==> config.mk <==
export PLATFORM = sky130hd
export DESIGN_NAME = escaped_byte_rx_fifo_unit
export DESIGN_NICKNAME = d
export VERILOG_FILES = /design/src/sv/ebrf_pkg.sv /design/src/sv/ebrf_ram.sv /design/src/sv/ebrf_ctrl.sv /design/src/sv/ebrf_dp.sv /design/src/sv/escaped_byte_rx_fifo_unit.sv
export SDC_FILE = /design/constraint.sdc
export NUM_CORES = 2
export LEC_CHECK = 0
export ABC_AREA = 1
export BUFFER_PORTS_ARGS = -buffer_cell sky130_fd_sc_hd__clkbuf_2
export CAP_MARGIN = 20
export CORE_ASPECT_RATIO = 1.25
export CORE_MARGIN = 3
export CORE_UTILIZATION = 48
export CTS_CLUSTER_DIAMETER = 30
export DETAILED_ROUTE_END_ITERATION = 12
export HOLD_SLACK_MARGIN = 0.08
export PLACE_DENSITY = 0.62
export RECOVER_POWER = 25
export SYNTH_ARGS = -nofsm -noshare
export SYNTH_HDL_FRONTEND = slang
export SYNTH_HIERARCHICAL = 1
export SYNTH_SLANG_ARGS = --single-unit
==> constraint.sdc <==
create_clock -name clk_i -period 17.7 [get_ports clk_i]
set_input_delay 0 -clock clk_i [delete_from_list [all_inputs] [get_ports clk_i]]
set_output_delay 0 -clock clk_i [all_outputs]
set_load 0.05 [all_outputs]
==> src/sv/ebrf_pkg.sv <==
// Shared types and constants for the escaped byte receive FIFO.
`timescale 1ns / 1ps
`default_nettype none
package ebrf_pkg;

  localparam int unsigned ByteW   = 8;
  localparam int unsigned CmdW    = 2;
  localparam int unsigned FillW   = 9;
  localparam int unsigned CfgIdxW = 8;
  localparam int unsigned OutW    = 32;

  localparam logic [CmdW-1:0] CmdRx   = 2'd0;
  localparam logic [CmdW-1:0] CmdRead = 2'd1;
  localparam logic [CmdW-1:0] CmdTake = 2'd2;
  localparam logic [CmdW-1:0] CmdTx   = 2'd3;

  localparam logic [CfgIdxW-1:0] CfgModeIdx   = 8'd0;
  localparam logic [CfgIdxW-1:0] CfgEscIdx    = 8'd1;
  localparam logic [CfgIdxW-1:0] CfgMaskIdx   = 8'd2;
  localparam logic [CfgIdxW-1:0] CfgEndIdx    = 8'd3;

  localparam logic              ModeRequest  = 1'b0;
  localparam logic              ModeUpdate   = 1'b1;
  localparam logic [ByteW-1:0]  EscResetVal  = 8'd125;
  localparam logic [ByteW-1:0]  MaskResetVal = 8'd32;
  localparam logic [ByteW-1:0]  EndResetVal  = 8'd126;
  localparam logic [ByteW-1:0]  ReqMax       = 8'd255;

  typedef struct packed {
    logic exec;
    logic pop;
    logic load_ram;
  } ctrl_cmd_t;

  typedef struct packed {
    logic empty;
  } dp_status_t;

  typedef struct packed {
    logic [FillW-1:0] fill;
    logic [ByteW-1:0] pending;
    logic             ovf;
    logic             parity;
    logic             taken;
    logic             rvalid;
    logic [ByteW-1:0] rdata;
  } result_t;

endpackage
`default_nettype wire

==> src/sv/ebrf_ram.sv <==
// Generic single-write, single-read RAM with registered read data.
`timescale 1ns / 1ps
`default_nettype none
module ebrf_ram #(
  parameter int unsigned Width = 8,
  parameter int unsigned Depth = 256
) (
  input  wire logic                     clk_i,
  input  wire logic                     we_i,
  input  wire logic [$clog2(Depth)-1:0] waddr_i,
  input  wire logic [Width-1:0]         wdata_i,
  input  wire logic                     re_i,
  input  wire logic [$clog2(Depth)-1:0] raddr_i,
  output logic      [Width-1:0]         rdata_o
);

  logic [Width-1:0] mem_q [Depth];

  always_ff @(posedge clk_i) begin
    if (we_i) begin
      mem_q[waddr_i] <= wdata_i;
    end
    if (re_i) begin
      rdata_o <= mem_q[raddr_i];
    end
  end

endmodule
`default_nettype wire

==> src/sv/ebrf_ctrl.sv <==
// Controller state machine: request handshakes and read sequencing.
`timescale 1ns / 1ps
`default_nettype none
module ebrf_ctrl (
  input  wire logic                       clk_i,
  input  wire logic                       rst_ni,
  input  wire logic                       s_axis_tvalid,
  input  wire logic [ebrf_pkg::CmdW-1:0]  command_i,
  input  wire logic                       m_axis_tready,
  input  wire ebrf_pkg::dp_status_t       status_i,
  output logic                            s_axis_tready,
  output logic                            m_axis_tvalid,
  output ebrf_pkg::ctrl_cmd_t             cmd_o
);
  import ebrf_pkg::*;

  localparam logic StIdle = 1'b0;
  localparam logic StRead = 1'b1;

  logic state_q, state_d;
  logic out_valid_q, out_valid_d;

  always_comb begin
    s_axis_tready  = (state_q == StIdle) && (!out_valid_q || m_axis_tready);
    cmd_o.exec     = s_axis_tvalid && s_axis_tready;
    cmd_o.pop      = cmd_o.exec && (command_i == CmdRead) && !status_i.empty;
    cmd_o.load_ram = 1'b0;
    state_d        = state_q;
    case (state_q)
      StIdle: begin
        if (cmd_o.pop) begin
          state_d = StRead;
        end
      end
      StRead: begin
        cmd_o.load_ram = 1'b1;
        state_d        = StIdle;
      end
      default: state_d = StIdle;
    endcase
    out_valid_d = out_valid_q && !m_axis_tready;
    if ((cmd_o.exec && !cmd_o.pop) || cmd_o.load_ram) begin
      out_valid_d = 1'b1;
    end
  end

  assign m_axis_tvalid = out_valid_q;

  always_ff @(posedge clk_i or negedge rst_ni) begin
    if (!rst_ni) begin
      state_q     <= StIdle;
      out_valid_q <= 1'b0;
    end else begin
      state_q     <= state_d;
      out_valid_q <= out_valid_d;
    end
  end

`ifndef ASSERT_OFF
  a_read_slot_free: assert property (@(posedge clk_i) disable iff (!rst_ni)
    (state_q == StRead) |-> !out_valid_q)
    else $error("read result would overwrite a pending result");
  a_pop_waits: assert property (@(posedge clk_i) disable iff (!rst_ni)
    cmd_o.pop |=> (state_q == StRead) && !s_axis_tready)
    else $error("pop did not enter the read wait");
  a_load_sets_valid: assert property (@(posedge clk_i) disable iff (!rst_ni)
    cmd_o.load_ram |=> m_axis_tvalid)
    else $error("read result not presented");
`endif

endmodule
`default_nettype wire

==> src/sv/ebrf_dp.sv <==
// Datapath: configuration, unescaping, FIFO pointers, counters and result register.
`timescale 1ns / 1ps
`default_nettype none
module ebrf_dp #(
  parameter int unsigned FIFO_DEPTH = 256
) (
  input  wire logic                          clk_i,
  input  wire logic                          rst_ni,
  input  wire logic                          cfg_we_i,
  input  wire logic [ebrf_pkg::CfgIdxW-1:0]  cfg_index_i,
  input  wire logic [ebrf_pkg::ByteW-1:0]    cfg_data_i,
  input  wire logic [ebrf_pkg::CmdW-1:0]     command_i,
  input  wire logic [ebrf_pkg::ByteW-1:0]    data_byte_i,
  input  wire ebrf_pkg::ctrl_cmd_t           cmd_i,
  output ebrf_pkg::dp_status_t               status_o,
  output ebrf_pkg::result_t                  result_o
);
  import ebrf_pkg::*;

  localparam int unsigned PtrW = (FIFO_DEPTH > 1) ? $clog2(FIFO_DEPTH) : 1;
  localparam int unsigned CntW = $clog2(FIFO_DEPTH + 1);
  localparam logic [PtrW-1:0] PtrLast = PtrW'(FIFO_DEPTH - 1);
  localparam logic [CntW-1:0] CntFull = CntW'(FIFO_DEPTH);

  logic             mode_q;
  logic [ByteW-1:0] esc_q, mask_q, end_q;

  logic [PtrW-1:0]  wptr_q, wptr_d, rptr_q, rptr_d;
  logic [CntW-1:0]  count_q, count_d;
  logic             esc_pend_q, esc_pend_d;
  logic [ByteW-1:0] req_q, req_d;

  logic             push_req, push_ok, ovf, taken, parity, full;
  logic [ByteW-1:0] push_byte, ram_rdata;
  result_t          res_q;

  assign full  = (count_q == CntFull);
  assign status_o.empty = (count_q == '0);

  always_comb begin
    wptr_d     = wptr_q;
    rptr_d     = rptr_q;
    count_d    = count_q;
    esc_pend_d = esc_pend_q;
    req_d      = req_q;
    push_req   = 1'b0;
    push_byte  = data_byte_i;
    taken      = 1'b0;
    parity     = 1'b0;
    if (cmd_i.exec) begin
      case (command_i)
        CmdRx: begin
          if (mode_q == ModeUpdate) begin
            push_req = 1'b1;
          end else if (esc_pend_q) begin
            esc_pend_d = 1'b0;
            push_req   = 1'b1;
            push_byte  = data_byte_i ^ mask_q;
          end else if (data_byte_i == esc_q) begin
            esc_pend_d = 1'b1;
          end else if (data_byte_i == end_q) begin
            if (req_q != ReqMax) begin
              req_d = req_q + 8'd1;
            end
          end else begin
            push_req = 1'b1;
          end
        end
        CmdRead: begin
          if (cmd_i.pop) begin
            rptr_d  = (rptr_q == PtrLast) ? '0 : rptr_q + PtrW'(1);
            count_d = count_q - CntW'(1);
          end
        end
        CmdTake: begin
          if (req_q != '0) begin
            req_d = req_q - 8'd1;
            taken = 1'b1;
          end
        end
        CmdTx: parity = (mode_q == ModeUpdate) && (^data_byte_i);
        default: ;
      endcase
    end
    push_ok = push_req && !full;
    ovf     = push_req && full;
    if (push_ok) begin
      wptr_d  = (wptr_q == PtrLast) ? '0 : wptr_q + PtrW'(1);
      count_d = count_q + CntW'(1);
    end
  end

  ebrf_ram #(
    .Width (ByteW),
    .Depth (FIFO_DEPTH)
  ) u_store (
    .clk_i   (clk_i),
    .we_i    (push_ok),
    .waddr_i (wptr_q),
    .wdata_i (push_byte),
    .re_i    (cmd_i.pop),
    .raddr_i (rptr_q),
    .rdata_o (ram_rdata)
  );

  always_ff @(posedge clk_i or negedge rst_ni) begin
    if (!rst_ni) begin
      mode_q     <= ModeRequest;
      esc_q      <= EscResetVal;
      mask_q     <= MaskResetVal;
      end_q      <= EndResetVal;
      wptr_q     <= '0;
      rptr_q     <= '0;
      count_q    <= '0;
      esc_pend_q <= 1'b0;
      req_q      <= '0;
    end else begin
      if (cfg_we_i) begin
        case (cfg_index_i)
          CfgModeIdx: mode_q <= cfg_data_i[0];
          CfgEscIdx:  esc_q  <= cfg_data_i;
          CfgMaskIdx: mask_q <= cfg_data_i;
          CfgEndIdx:  end_q  <= cfg_data_i;
          default: ;
        endcase
      end
      wptr_q     <= wptr_d;
      rptr_q     <= rptr_d;
      count_q    <= count_d;
      esc_pend_q <= esc_pend_d;
      req_q      <= req_d;
    end
  end

  always_ff @(posedge clk_i) begin
    if (cmd_i.load_ram) begin
      res_q.rdata   <= ram_rdata;
      res_q.rvalid  <= 1'b1;
      res_q.taken   <= 1'b0;
      res_q.parity  <= 1'b0;
      res_q.ovf     <= 1'b0;
      res_q.pending <= req_q;
      res_q.fill    <= FillW'(count_q);
    end else if (cmd_i.exec && !cmd_i.pop) begin
      res_q.rdata   <= '0;
      res_q.rvalid  <= 1'b0;
      res_q.taken   <= taken;
      res_q.parity  <= parity;
      res_q.ovf     <= ovf;
      res_q.pending <= req_d;
      res_q.fill    <= FillW'(count_d);
    end
  end

  assign result_o = res_q;

`ifndef ASSERT_OFF
  a_count_bound: assert property (@(posedge clk_i) disable iff (!rst_ni)
    count_q <= CntFull)
    else $error("fill count beyond depth");
  a_push_counts: assert property (@(posedge clk_i) disable iff (!rst_ni)
    push_ok |=> count_q == $past(count_q) + CntW'(1))
    else $error("accepted byte not counted");
  a_ovf_full: assert property (@(posedge clk_i) disable iff (!rst_ni)
    ovf |-> full && !push_ok)
    else $error("byte dropped while space was free");
`endif

endmodule
`default_nettype wire

==> src/sv/escaped_byte_rx_fifo_unit.sv <==
// Top level of the escaped byte receive FIFO.
//
//  channel   direction  handshake                      payload
//  s_axis    in         s_axis_tvalid / s_axis_tready  tuser command, tdata data_byte
//  m_axis    out        m_axis_tvalid / m_axis_tready  tdata result fields
//  cfg       in         cfg_valid_i / cfg_ready_o      cfg_index_i, cfg_data_i
//
// Receive, take and transmit requests register their result directly; a read of a non-empty
// FIFO goes through the registered read port of the byte store, then the result register.
// One request is in work at a time; a new request enters no earlier than the
// cycle in which the previous result is taken on m_axis_tready.
// Reset sets pointers, counters and configuration to their reset values at once; no clearing pass.
`timescale 1ns / 1ps
`default_nettype none
module escaped_byte_rx_fifo_unit #(
  parameter int unsigned FIFO_DEPTH = 256
) (
  input  wire logic                          clk_i,
  input  wire logic                          rst_ni,
  input  wire logic                          s_axis_tvalid,
  output logic                               s_axis_tready,
  // [7:0] data_byte
  input  wire logic [ebrf_pkg::ByteW-1:0]    s_axis_tdata,
  // [1:0] command
  input  wire logic [ebrf_pkg::CmdW-1:0]     s_axis_tuser,
  output logic                               m_axis_tvalid,
  input  wire logic                          m_axis_tready,
  // [7:0] read_data, [8] read_valid, [9] request_taken, [10] parity_bit,
  // [11] overflow, [19:12] pending_requests, [28:20] fill_level, [31:29] zero
  output logic [ebrf_pkg::OutW-1:0]          m_axis_tdata,
  input  wire logic                          cfg_valid_i,
  output logic                               cfg_ready_o,
  input  wire logic [ebrf_pkg::CfgIdxW-1:0]  cfg_index_i,
  input  wire logic [ebrf_pkg::ByteW-1:0]    cfg_data_i
);
  import ebrf_pkg::*;

  ctrl_cmd_t  cmd;
  dp_status_t status;
  result_t    result;

  assign cfg_ready_o  = 1'b1;
  assign m_axis_tdata = {(OutW - $bits(result_t))'(0), result};

  ebrf_ctrl u_ctrl (
    .clk_i         (clk_i),
    .rst_ni        (rst_ni),
    .s_axis_tvalid (s_axis_tvalid),
    .command_i     (s_axis_tuser),
    .m_axis_tready (m_axis_tready),
    .status_i      (status),
    .s_axis_tready (s_axis_tready),
    .m_axis_tvalid (m_axis_tvalid),
    .cmd_o         (cmd)
  );

  ebrf_dp #(
    .FIFO_DEPTH (FIFO_DEPTH)
  ) u_dp (
    .clk_i       (clk_i),
    .rst_ni      (rst_ni),
    .cfg_we_i    (cfg_valid_i && cfg_ready_o),
    .cfg_index_i (cfg_index_i),
    .cfg_data_i  (cfg_data_i),
    .command_i   (s_axis_tuser),
    .data_byte_i (s_axis_tdata),
    .cmd_i       (cmd),
    .status_o    (status),
    .result_o    (result)
  );

endmodule
`default_nettype wire
==> results.sh <==
export IMPL_drive_gt1_share_pct=9.37
export IMPL_total_power_w=0.0152
export IMPL_grt_antenna_before_repair=4
export IMPL_synth_compound_area_share_pct=0.442
export IMPL_powerDensity_nw_per_um2=147
export IMPL_synth_top_cell_by_area="edfxtp_1"
export IMPL_p_leak_nw=36.7
export IMPL_final_cells=10463
export IMPL_syn_instance_count=7715
export IMPL_grt_pass1_wl_um=370000
export IMPL_htree_levels=5
export IMPL_violations="capacitance limit, slew limit"
export IMPL_crit_path_max_incr_delay_ns=3.45
export IMPL_cap_violations=14
export IMPL_period_share_pct=54.3
export IMPL_crit_path_frequent_cell="inv_1"
export IMPL_cts_resized_gates=0
export IMPL_dpl_instance_area_um2=90600
export IMPL_ys_warn_count=6
export IMPL_gr_total_overflow=0
export IMPL_cts_tree="done"
export IMPL_die_w_um=391
export IMPL_drt_drc_violations_left=0
export IMPL_num_io_pins=66
export IMPL_avgRoutedWirePerCell_um=23.7
export IMPL_ys_seq_elements=2146
export IMPL_cp_cell_sequence="inv_1 > nand3_1 > inv_1 > inv_1 > nor2_1 > nand2_1 > nor2_1 > nand2_1 > xor2_1 > clkinvlp_2 > clkbuf_1 > buf_4"
export IMPL_tightest_slew_ns=5.18
export IMPL_grt_usage_pct=25.7
export IMPL_maxSlewViolCount=946
export IMPL_pwr_share_seq_pct=37.6
export IMPL_clock_sinks=2146
export IMPL_p_switching_w=0.00435
export IMPL_crit_required_ns=18.20
export IMPL_synth_seq_area_share_pct=72.1
export IMPL_p_int_w=0.0109
export IMPL_synthTopCellsByCount="2367 x nand2_1, 2081 x edfxtp_1, 2060 x nand3_1, 326 x nor2_1, 270 x buf_2"
export IMPL_place_inst=9761
export IMPL_avgSynthCellArea_um2=11.5
export IMPL_synthFlopType="edfxtp_1"
export IMPL_synthDistinctLibCells=50
export IMPL_dieArea_um2=191000
export IMPL_arrival_ns=10.11
export IMPL_grt_setup_unrepaired="no"
export IMPL_syn_cell_area_um2=89000
export IMPL_grt_pass1_vias=58294
export IMPL_largest_reg_flops=2048
export IMPL_synth_edff_count=2081
export IMPL_hpwlAfterDp_um=137000
export IMPL_synthArstFlopShare_pct=2.84
export IMPL_fin_nets=7821
export IMPL_finalHoldViolations=0
export IMPL_crit_fanout=112
export IMPL_portBuffers=61
export IMPL_start_util_pct=48.3
export IMPL_core_um2=184000
export IMPL_first_pass_iters=6
export IMPL_hold_class="in2reg"
export IMPL_synth_xor_xnor_area_share_pct=0.496
export IMPL_fin_crit_ns=9.61
export IMPL_final_area_um2=103000
export IMPL_synthMuxAreaShare_pct=0
export IMPL_hold_ws_ns=0.149
export IMPL_drt_iter0_markers=6724
export IMPL_finalSetupViolCount=0
export IMPL_final_antenna_net_count=0
export IMPL_regMostFlops="u_dp/u_store/mem_q"
export IMPL_cts_buffers=357
export IMPL_synthAdderAreaFrac_pct=0.0984
export IMPL_synth_top_family_by_area="simple AND/OR/NAND/NOR gates"
export IMPL_pwr_share_comb_pct=15.9
export IMPL_clock_skew_final_ns=0.0600
export IMPL_tns_ns=0
export IMPL_rows=176
export IMPL_p_sw_share_pct=28.6
export IMPL_end_kind="flop"
export IMPL_crit_path_top_delay_cell="clkinvlp_2"
export IMPL_cts_root_buffer="clkbuf_16"
export IMPL_synth_top_area_share_pct=70.2
export IMPL_fmaxAchievable_ghz=0.104
export IMPL_clkTransAtPathRegs_ns=0.05
export IMPL_route_vias_total=60512
export IMPL_routed_via_density=5.78
export IMPL_drt_total_wl_um=248000
export IMPL_yosysMostFrequentCell="nand2_1"
export IMPL_gp_congestion=0.877
export IMPL_areaGrowthSynthToFinish_pct=16.2
export IMPL_clock_latency_ns=0.95
export IMPL_grt_max_degree=192
export IMPL_slew_limit_headroom_pct=-245
export IMPL_synthTopCellsByArea="edfxtp_1 70%, nand3_1 12%, nand2_1 10%"
export IMPL_max_vdd_ir_drop_mv=0.0910
export IMPL_status="finished with violations"
export IMPL_die_h_um=487
export IMPL_criticalPathCategory="reg2reg"
export IMPL_cts_buffer_depth=4
export IMPL_start_kind="flop"
export IMPL_clockPowerShare_pct=46.5
export IMPL_yosys_area_share_simple_pct=23.4
==> critical path: cells and delay by family, from the launching register on <==
| kind | cells | cell delay (ns) |
|---|---|---|
| XOR/XNOR | 1 | 0.20 |
| AND/OR/NAND/NOR | 5 | 1.06 |
| buffers and inverters | 6 | 7.01 |
| flip-flops | 1 | 0.68 |
==> metrics by stage <==
| step | util [%] | worst slack (ns) |
|---|---|---|
| 2_1_floorplan | - | 8.00 |
| 3_3_place_gp | 49.2 | 12.20 |
| 3_5_place_dp | 49.2 | 12.20 |
| 4_1_cts | 56.2 | 12.18 |
| 5_1_grt | 56.1 | 7.32 |
| 6_report | 56.1 | 8.09 |
==> power by group through the flow <==
stage	clock [W]	combinational, W	sequential [W]
2_1_floorplan	0	0.00164	0.00581
3_3_place_gp	0	0.00237	0.00581
3_5_place_dp	0	0.00238	0.00581
4_1_cts	0.00715	0.00241	0.00571
5_1_grt	0.00738	0.00262	0.00573
6_report	0.00707	0.00242	0.00572
==> path summary, 6_finish.rpt <==
kind / startpoint / end / slack, ns / cells after the start
min in group asynchronous: rst_ni / u_dp/mask_q[1]$_DFFE_PN0P_ / 1.55 / 4
hold / removal: cfg_index_i[4] / u_dp/end_q[2]$_DFFE_PN1P_ / 0.15 / 7
hold reg to reg: u_dp/result_o[8]$_SDFFE_PP1P_ / u_dp/result_o[8]$_SDFFE_PP1P_ / 0.46 / 2
setup / recovery: u_ctrl/state_q$_DFF_PN0_ / u_dp/u_store/mem_q[91][7]$_DFFE_PP_ / 8.09 / 12
max in group asynchronous: rst_ni / u_dp/rptr_q[3]$_DFFE_PN0P_ / 13.45 / 4
setup reg to reg: u_ctrl/state_q$_DFF_PN0_ / u_dp/u_store/mem_q[91][7]$_DFFE_PP_ / 8.09 / 12
==> cells in the final DEF, fill, tap and decap left out, types with 46 or more instances in the layout <==
cell type      instances
o21ai_0               46
clkbuf_16            364
clkbuf_1              69
dlygate4sd3_1         65
buf_4                 68
bufinv_16             56
nand2_1             2363
inv_1                116
nor2_1               332
edfxtp_1            2081
nand3_1             2062
inv_6                 47
==> cell families after synthesis <==
logic type	count (synthesis)
compound gates	71
xor+xnor	47
fa+ha+maj	7
buf+inv	637
flops	2146
other cells	2
simple gates	4805
==> area by class of cell <==
class	count	area [µm²]
repair buffers	211	1580
diodes	3	7.51
clock buffers	391	9220
flip-flops and latches	2146	64100
fillers	14884	80800
inverters	133	537
well taps	2403	3010
clock inverters	242	3110
multi-input cells	4934	21800
==> layer usage <==
metal	GRT usage (%)	vias up	wire, µm
met5	0	-	11
met4	11.1	2	10300
met3	5.32	538	21800
met2	41.8	2992	120000
met1	33.7	29641	96000
li1	-	27339	-
==> what timing repair did <==
| action | CTS | global route |
|---|---|---|
| hold endpoints to repair | 302 | 0 |
| hold buffers | 65 | 0 |
| buffers inserted | 0 | 0 |
(Power assumes the default switching activity.)
